**src/hdl/lscp_pkg.sv**
```systemverilog
// Shared constants and control/status types of the light show command processor.
`default_nettype none

package lscp_pkg;

    localparam int BYTE_W   = 8;
    localparam int ID_W     = 24;
    localparam int SHOW_W   = 16;
    localparam int RGB_W    = 24;
    localparam int STATUS_W = 3;
    localparam int PKT_W    = 56;

    localparam int DEF_TABLE_DEPTH = 256;
    localparam int DEF_PWM_TOP     = 255;

    // Command bytes
    localparam logic [BYTE_W-1:0] CMD_ARM  = 8'h50;
    localparam logic [BYTE_W-1:0] CMD_SHOW = 8'h42;
    localparam logic [BYTE_W-1:0] CMD_SAVE = 8'h53;
    localparam logic [BYTE_W-1:0] CMD_PROG = 8'h49;

    // Result status codes
    localparam logic [STATUS_W-1:0] ST_DUP   = 3'd0;
    localparam logic [STATUS_W-1:0] ST_MISS  = 3'd1;
    localparam logic [STATUS_W-1:0] ST_ARMED = 3'd2;
    localparam logic [STATUS_W-1:0] ST_SHOWN = 3'd3;
    localparam logic [STATUS_W-1:0] ST_WROTE = 3'd4;
    localparam logic [STATUS_W-1:0] ST_SAVE  = 3'd5;

    typedef struct packed {
        logic capture;     // take the request into the packet register
        logic commit;      // decode the held packet and apply its effects
        logic load_show;   // load playback levels from the table read
        logic clear_step;  // zero one table entry and advance the sweep
    } t_ctrl_cmd;

    typedef struct packed {
        logic out_free;    // result register can take a new result now
        logic show_read;   // held packet is a fresh playback command
        logic arm_hit;     // held packet is a fresh arm with matching id
        logic clear_done;  // sweep is at its last entry
    } t_dp_status;

endpackage

`default_nettype wire

```
**src/hdl/lscp_ctrl.sv**
```systemverilog
// Sequencing state machine: table sweep, request intake, decode and playback read.
`default_nettype none

module lscp_ctrl (
    input  wire logic                  i_clk,
    input  wire logic                  i_rst_n,
    input  wire logic                  i_valid,
    input  wire lscp_pkg::t_dp_status  i_status,
    output lscp_pkg::t_ctrl_cmd        o_cmd,
    output logic                       o_ready
);

    typedef enum logic [1:0] {
        S_CLEAR,
        S_IDLE,
        S_DECODE,
        S_READ
    } t_state;

    t_state r_state;
    t_state n_state;
    logic   r_ready;

    always_comb begin
        o_cmd   = '0;
        n_state = r_state;
        unique case (r_state)
            S_CLEAR: begin
                o_cmd.clear_step = 1'b1;
                if (i_status.clear_done) begin
                    n_state = S_IDLE;
                end
            end
            S_IDLE: begin
                if (i_valid && r_ready) begin
                    o_cmd.capture = 1'b1;
                    n_state       = S_DECODE;
                end
            end
            S_DECODE: begin
                // hold until the result register has room
                if (i_status.out_free) begin
                    o_cmd.commit = 1'b1;
                    priority if (i_status.show_read) begin
                        n_state = S_READ;
                    end else if (i_status.arm_hit) begin
                        n_state = S_CLEAR;
                    end else begin
                        n_state = S_IDLE;
                    end
                end
            end
            S_READ: begin
                o_cmd.load_show = 1'b1;
                n_state         = S_IDLE;
            end
            default: begin
                n_state = S_CLEAR;
            end
        endcase
    end

    always_ff @(posedge i_clk) begin
        if (!i_rst_n) begin
            r_state <= S_CLEAR;
            r_ready <= 1'b0;
        end else begin
            r_state <= n_state;
            r_ready <= (n_state == S_IDLE);
        end
    end

    assign o_ready = r_ready;

`ifndef SYNTHESIS
    a_ready_only_idle: assert property (@(posedge i_clk) disable iff (!i_rst_n)
        r_ready |-> (r_state == S_IDLE))
        else $error("ready outside idle");

    a_arm_starts_sweep: assert property (@(posedge i_clk) disable iff (!i_rst_n)
        (o_cmd.commit && i_status.arm_hit) |=> (r_state == S_CLEAR))
        else $error("arm did not start table sweep");

    a_read_follows_show: assert property (@(posedge i_clk) disable iff (!i_rst_n)
        (o_cmd.commit && i_status.show_read) |=> o_cmd.load_show)
        else $error("playback load missing after show decode");
`endif

endmodule

`default_nettype wire

```
**config.mk**
```make
export PLATFORM = sky130hd
export DESIGN_NAME = lscp_ctrl
export DESIGN_NICKNAME = d
export VERILOG_FILES = /design/src/hdl/lscp_pkg.sv /design/src/hdl/lscp_ctrl.sv
export SDC_FILE = /design/constraint.sdc
export NUM_CORES = 1
export LEC_CHECK = 0
export BUFFER_PORTS_ARGS = -buffer_cell sky130_fd_sc_hd__buf_2
export CAP_MARGIN = 20
export CORE_AREA = 3 3 40 42
export CTS_BUF_LIST = sky130_fd_sc_hd__clkbuf_8
export CTS_CLUSTER_DIAMETER = 120
export DETAILED_ROUTE_END_ITERATION = 8
export DIE_AREA = 0 0 43 45
export GPL_TIMING_DRIVEN = 1
export PLACE_DENSITY = 0.39
export SLEW_MARGIN = 10
export SYNTH_ARGS = -nofsm -noshare
export SYNTH_HDL_FRONTEND = slang
export SYNTH_SLANG_ARGS = --single-unit
```
**constraint.sdc**
```tcl
create_clock -name i_clk -period 1.15 [get_ports i_clk]
set_input_delay 0.0575 -clock i_clk [delete_from_list [all_inputs] [get_ports i_clk]]
set_output_delay 0.0575 -clock i_clk [all_outputs]
set_load 0.005 [all_outputs]
```
==> results of run 1 <==
[power breakdown]
group          total, mW  leakage, nW  switching, mW  internal (mW)
sequential         0.121       0.0248        0.00837          0.113
combinational     0.0419       0.0998         0.0179         0.0240
clock              0.298       0.0269         0.0703          0.227
[through the flow]
step | instances | area (um^2) | util (%)
after detailed placement | 45 | 231 | 18.0
final | 49 | 277 | 21.5
after global placement | 45 | 231 | 18.0
after floorplan | 19 | 158 | -
after CTS | 49 | 277 | 21.5
after global routing | 49 | 277 | 21.5
[cell usage in the layout, fill, tap and decap left out, drive strengths merged]
cell type / Yosys / final
nand2b: 2 / 2
clkbuf: 0 / 3
nor2b: 2 / 2
nand4b: 1 / 1
o21ai: 1 / 1
a311oi: 1 / 1
nor2: 3 / 3
and2: 2 / 2
buf: 0 / 11
inv: 1 / 2
dfxtp: 3 / 3
nand2: 2 / 2
nor3: 1 / 1
[cell usage after synthesis, drive strengths merged]
cell type / instances
nor2b: 2
inv: 1
nor3: 1
nand4b: 1
o21ai: 1
nand2: 2
and2: 2
nor2: 3
a311oi: 1
nand2b: 2
dfxtp: 3
[logic make-up after synthesis]
| group | after synthesis | synth area share, % |
|---|---|---|
| and+or+nand+nor | 13 | 48.4 |
| DFF | 3 | 38.1 |
| buffers and inverters | 1 | 2.38 |
| AOI/OAI and AO/OA | 2 | 11.1 |
[flip-flops by register name, indices dropped and copies added, names as in the netlist]
register  cells
r_state       2
o_ready       1
[worst paths after layout]
kind,to
setup / recovery,o_cmd[3]
hold / removal,r_state[1]
setup reg to reg,o_ready
hold reg to reg,r_state[0]
[area by class of cell]
class | instances | area (um^2) | area share (%)
multi-input cells | 15 | 93.8 | 33.9
flip-flops and latches | 3 | 60.1 | 21.7
repair buffers | 11 | 55.1 | 19.9
clock buffers | 3 | 41.3 | 14.9
well taps | 15 | 18.8 | 6.79
clock inverters | 1 | 3.75 | 1.36
inverters | 1 | 3.75 | 1.36
[metal layers]
layer / track usage (%) / part of all wire (%)
met2: 5.99 / 37
met4: 7.23 / 4.5
met3: 3.59 / 14
met5: 0 / 0
met1: 5.78 / 45
[critical path: stages, from the launching register on]
cell      delay, ns
dfxtp_1        0.35
nand4b_2       0.26
inv_1          0.07
buf_2          0.10
==> flow_metrics.tcl, run 1 <==
set metrics [dict create \
    drv_cap 0 \
    reg2reg_depth 3 \
    wirelength_um 445 \
    worstHoldStart "i_rst_n" \
    critPathKind "flop to primary output" \
    fin_crit_ns 1.06 \
    grtUsageTotal_pct 5.41 \
    numCtsBuffers 3 \
    min_path_type "input port to flop" \
    vias_per_cell 3.86 \
    clockRootBuffer "clkbuf_8" \
    hold_depth 2 \
    peakVddDrop_mv 0.328 \
    post-route-period-util_pct 92.1 \
    antenna_cells 0 \
    area_delta_synth_final_pct 75.4 \
    synth.area.top_cells "dfxtp_1 38%, nand4b_2 9.5%, and2_1 7.9%, nand2b_1 7.9%, nor2b_1 7.9%" \
    worstReg2RegStart "r_state[1]" \
    startpoint_type "flop" \
    synth_top_area_share_pct 38.1 \
    dr.pass1.iters 2 \
    portBuffers 11 \
    yosysTopAreaCell "dfxtp_1" \
    yosys_warnings 0 \
    drc 0 \
    fin_worst_skew_ns 0.00125 \
    grt_start_max_net_pins 8 \
    ys_ff_latch 3 \
    slew_headroom_pct 77.5 \
    drt_iter0_drc 2 \
    crit_arrival_ns 1.00 \
    grt_pass1_vias 165 \
    hold_ws_ns 0.0651 \
    globalRouteOverflowTotal 0 \
    n_fill_cell 151 \
    dp_hpwl_um 329 \
    ant_nets 0 \
    gp_congestion 0.633 \
    fin_ws_ns 0.0911 \
    pin_count 12 \
    end_kind "primary output" \
    p_leak_nw 0.152 \
    synth_area_per_cell_um2 8.30 \
    synth_nets 26 \
    cts.path.max_buffers 2 \
    setup_viol 0 \
    finalSetupTns_ns 0 \
    p_total_mw 0.461 \
    postCtsHoldBufs 0 \
    dieWidth_um 43 \
    post_route_cells_drive_above_1_share_pct 47.1 \
    synth_cell_types 11 \
    die_h_um 45 \
    cts.sinks 3 \
    slew_violations 0 \
    tightest_slew_ns 0.335 \
    post_cts_buffers 0 \
    clk_pin_slew_ns 0.03 \
    cts_tree "built" \
    fin_nets 42 \
    finalHoldViolations 0 \
    dp_slack_ns 0.0943 \
    coreArea_um2 1280 \
    die_area_um2 1940 \
    cp-startpoint "r_state[1]" \
    grt_pass1_wl_um 676 \
    syn_inst 19 \
    worstSkewPairLatency_ns 0.22 \
    synth_area_um2 158 \
    antenna_found_initial 0 \
    synth_seq_area_share_pct 38.1 \
    crit_required_ns 1.09 \
    rsz0062_at_grt "no" \
    vias 189 \
    htree_levels 1 \
    cp_max_fo 7 \
    wire_per_inst_um 9.08 \
    initial_utilization_pct 12.3 \
    fp-row-count 13 \
    max_freq_mhz 944 \
    setup.reg_to_reg.worst_slack_ns 0.10 \
    power-per-cell-area_nw_per_um2 1670 \
    post_cts_resized 0 \
    outcome "completed" \
]
No activity file was read; power rests on OpenSTA's default activity.
==> run 2: changes to the inputs <==
==> constraint.sdc (replaced) <==
create_clock -name i_clk -period 1.15 [get_ports i_clk]
set_input_delay 0.0575 -clock i_clk [delete_from_list [all_inputs] [get_ports i_clk]]
set_output_delay 0.0575 -clock i_clk [all_outputs]
set_load 0.1 [all_outputs]
==> flow_metrics.tcl, run 2 (synthesis gave the netlist of run 1 again) <==
set metrics [dict create \
    slew_headroom_pct 74.5 \
    grt_start_max_net_pins 8 \
    drv_cap 0 \
    cts_tree "built" \
    final_area_um2 394 \
    dp.cells 45 \
    finalHoldViolations 0 \
    cts.path.max_buffers 2 \
    final_common_cell "buf_2" \
    post-route-period-util_pct 93.3 \
    worstSkewPairLatency_ns 0.21 \
    max_freq_mhz 932 \
    max_stage_delay_ns 0.35 \
    grtUsageTotal_pct 6.24 \
    rsz0062_at_grt "no" \
    fin_nets 43 \
    startpoint_type "flop" \
    reg2reg_depth 3 \
    peakVddDrop_mv 0.590 \
    drc 0 \
    final_cell_mix "6 x buf_2, 5 x buf_12, 3 x clkbuf_8, 3 x dfxtp_4" \
    vias 189 \
    fin_crit_ns 1.07 \
    worstHoldStart "i_rst_n" \
    tightest_slew_ns 0.380 \
    antenna_found_initial 0 \
    numCtsBuffers 3 \
    post_route_cells_drive_above_1_share_pct 68.6 \
    slew_violations 0 \
    wire_per_inst_um 9.42 \
    dr.pass1.iters 5 \
    cp_max_fo 7 \
    slowest_stage "dfxtp_4" \
    power-per-cell-area_nw_per_um2 1440 \
    clockRootBuffer "clkbuf_8" \
    wirelength_um 471 \
    portBuffers 11 \
    end_kind "primary output" \
    fin_ws_ns 0.0768 \
    finalSetupTns_ns 0 \
    grt_pass1_vias 193 \
    dp_slack_ns 0.0796 \
    critPathKind "flop to primary output" \
    drt_iter0_drc 3 \
    p_leak_nw 0.174 \
    setup_viol 0 \
    hold_ws_ns 0.0615 \
    p_total_mw 0.567 \
    grt_pass1_wl_um 807 \
    clk_pin_slew_ns 0.03 \
    ant_nets 0 \
    pin_count 12 \
    worstReg2RegStart "r_state[1]" \
    gp_congestion 0.791 \
    r2r_end "o_ready" \
    vias_per_cell 3.78 \
    path_cells "nand4b_4 > clkinvlp_4 > buf_12" \
    setup.reg_to_reg.worst_slack_ns 0.13 \
    area_delta_synth_final_pct 150 \
    fin_worst_skew_ns 0.000221 \
    place_area_um2 325 \
    die_h_um 45 \
    cp-startpoint "r_state[1]" \
    outcome "completed" \
    htree_levels 1 \
    coreArea_um2 1280 \
    globalRouteOverflowTotal 0 \
    die_area_um2 1940 \
    dieWidth_um 43 \
    stdcell_count 50 \
    endpoint "o_cmd[3]" \
    crit_required_ns 1.09 \
    largest-register "r_state" \
    final_util_pct 30.7 \
    min_path_type "input port to flop" \
    initial_utilization_pct 12.3 \
    crit_arrival_ns 1.02 \
    antenna_cells 0 \
    cts.sinks 3 \
    fp-row-count 13 \
    largest_register_ffs 2 \
]
-- run 2: cell types whose count changed in the layout (fill, tap and decap cells not counted), sizes merged --
cell / before / now
buf: 11 / 12
clkinvlp: 0 / 1
inv: 2 / 1
-- run 2: how the worst min path moves through the flow --
stage / to / slack (ns) / cells after the start
CTS: r_state[1] / 0.06 / 2
finish: r_state[1] / 0.06 / 2
detailed placement: r_state[1] / 0.28 / 2
global route: r_state[1] / 0.08 / 2
global placement: r_state[1] / 0.28 / 2
floorplan: r_state[1] / 0.18 / 1
-- run 2: what timing repair did --
item / in CTS / in global routing
hold endpoints to repair: 0 / 0
hold buffers: 0 / 0
setup buffers: 0 / 1
endpoints found under the setup margin: 1 / 2
gates resized for setup: 3 / 2
-- run 2: area by class of cell --
type,instances,area [um^2]
Fill cell,136,891
Timing Repair Buffer,12,138
Multi-Input combinational cell,15,114
Sequential cell,3,71.3
Clock buffer,3,41.3
Tap cell,15,18.8
Inverter,1,7.51
Clock inverter,1,3.75
-- run 2: report_power, final --
| group | total (mW) | switching (mW) | internal, mW |
|---|---|---|---|
| Sequential | 0.127 | 0.0149 | 0.112 |
| Combinational | 0.147 | 0.0905 | 0.0567 |
| Clock | 0.294 | 0.0667 | 0.227 |
| Total | 0.567 | 0.172 | 0.395 |
-- run 2: layer usage --
metal	wire length, um	share of wire [%]	vias to the layer above	global-route usage [%]
li1	-	-	96	-
met1	207	44	76	7.45
met2	175	37	15	7.19
met3	70	15	2	1.99
met4	17	3.6	0	9.04
met5	0	0	-	0
-- run 2: worst max-delay path: cells and delay by family (launching register included) --
family	cells	cell delay, ns
flops	1	0.35
buf+inv	2	0.26
simple gates	1	0.18
==> run 3: changes to the inputs <==
--- a/config.mk
+++ b/config.mk
@@ -10,10 +10,12 @@
 export CORE_AREA = 3 3 40 42
 export CTS_BUF_LIST = sky130_fd_sc_hd__clkbuf_8
 export CTS_CLUSTER_DIAMETER = 120
+export CTS_CLUSTER_SIZE = 14
 export DETAILED_ROUTE_END_ITERATION = 8
 export DIE_AREA = 0 0 43 45
 export GPL_TIMING_DRIVEN = 1
 export PLACE_DENSITY = 0.39
+export REMOVE_ABC_BUFFERS = 1
 export SLEW_MARGIN = 10
 export SYNTH_ARGS = -nofsm -noshare
 export SYNTH_HDL_FRONTEND = slang
==> flow_metrics.tcl, run 3 (synthesis gave the netlist of run 1 again) <==
set metrics [dict create \
    outcome "completed" \
    max_freq_mhz 917 \
    grtUsageTotal_pct 5.75 \
    final_common_cell "buf_2" \
    gp_congestion 0.614 \
    drv_cap 0 \
    power-per-cell-area_nw_per_um2 1550 \
    vias_per_cell 3.49 \
    post_cts_resized 3 \
    fin_crit_ns 1.09 \
    drc 0 \
    pin_count 12 \
    tightest_slew_ns 0.334 \
    stdcell_count 49 \
    wirelength_um 419 \
    hold_ws_ns 0.0589 \
    fp-row-count 13 \
    initial_utilization_pct 12.3 \
    antenna_cells 0 \
    setup.reg_to_reg.worst_slack_ns 0.17 \
    grt_pass1_wl_um 779 \
    post_route_cells_drive_above_1_share_pct 55.9 \
    fin_nets 42 \
    htree_levels 1 \
    finalHoldViolations 0 \
    max_stage_delay_ns 0.34 \
    crit_cells 3 \
    multi_input_area_um2 103 \
    fin_ws_ns 0.0599 \
    largest-register "r_state" \
    cts_tree "built" \
    clk_pin_slew_ns 0.03 \
    grt_start_max_net_pins 8 \
    setup_viol 0 \
    crit_arrival_ns 1.03 \
    wire_per_inst_um 8.55 \
    die_area_um2 1940 \
    reg2reg_depth 3 \
    hold_depth 2 \
    slew_violations 0 \
    antenna_found_initial 0 \
    crit_required_ns 1.09 \
    dr.pass1.iters 2 \
    portBuffers 11 \
    area_delta_synth_final_pct 131 \
    coreArea_um2 1280 \
    cts.path.max_buffers 2 \
    peakVddDrop_mv 0.437 \
    vias 171 \
    post_cts_buffers 0 \
    drt_iter0_drc 3 \
    min_path_type "input port to flop" \
    cts.sinks 3 \
    slew_headroom_pct 77.6 \
    cp_max_fo 7 \
    crit_family "flip-flops" \
    final_util_pct 28.3 \
    end_kind "primary output" \
    path_cells "nand4b_4 > inv_1 > buf_12" \
    ant_nets 0 \
    largest_register_ffs 2 \
    worstSkewPairLatency_ns 0.21 \
    dp_slack_ns 0.111 \
    critPathKind "flop to primary output" \
    worstPathBufferInverterCount 2 \
    grt_pass1_vias 191 \
    dieWidth_um 43 \
    die_h_um 45 \
    final_cell_mix "6 x buf_2, 5 x buf_12, 3 x nor2_1, 3 x clkbuf_8, 3 x dfxtp_2" \
    clockRootBuffer "clkbuf_8" \
    seq_area_um2 63.8 \
    slowest_stage "dfxtp_2" \
    globalRouteOverflowTotal 0 \
    rsz0062_at_grt "no" \
    postCtsHoldBufs 0 \
    fin_worst_skew_ns 0.000949 \
    startpoint_type "flop" \
    p_leak_nw 0.178 \
    numCtsBuffers 3 \
    n_fill_cell 132 \
    dp.cells 45 \
    post-route-period-util_pct 94.8 \
]
run 3: cell count changes in the layout (fill, tap and decap cells not counted):
cell	delta
inv_1	+1
and2_2	-1
clkinvlp_4	-1
and2_1	+1
dfxtp_2	+3
nor2_2	-1
nor2_4	-1
buf_4	-1
dfxtp_4	-3
nor2_1	+2
run 3: layout make-up:
class,instances,area share [%]
clock buffers,3,11.3
flip-flops and latches,3,17.5
inverters,1,1.03
clock inverters,1,1.03
multi-input cells,15,28.2
well taps,15,5.15
repair buffers,11,35.7
run 3: routing by layer:
layer	part of all wire (%)	GRT usage, %	wire [um]
met2	39	6.89	164
met1	48	7.23	201
met3	13	2.79	53
met4	0	5.42	0
met5	0	0	0
run 3: power breakdown:
group | switching (mW) | leakage [nW] | total [mW] | internal, mW
Combinational | 0.0885 | 0.125 | 0.142 | 0.0536
Sequential | 0.0129 | 0.0257 | 0.127 | 0.114
Clock | 0.0666 | 0.0269 | 0.294 | 0.227
run 3: final timing paths:
| kind | startpoint | to |
|---|---|---|
| worst min-delay path | i_rst_n | r_state[1] |
| worst min register to register | r_state[0] | r_state[0] |
| worst max register to register | r_state[1] | o_ready |
| worst max-delay path | r_state[1] | o_cmd[3] |
run 3: through the flow:
step	area (um^2)	setup TNS (ns)	power, mW
finish	364	0	0.563
floorplan	158	-2.92	0.207
global route	364	0	0.596
CTS	363	0	0.573
detailed placement	307	0	0.265
global placement	307	0	0.266
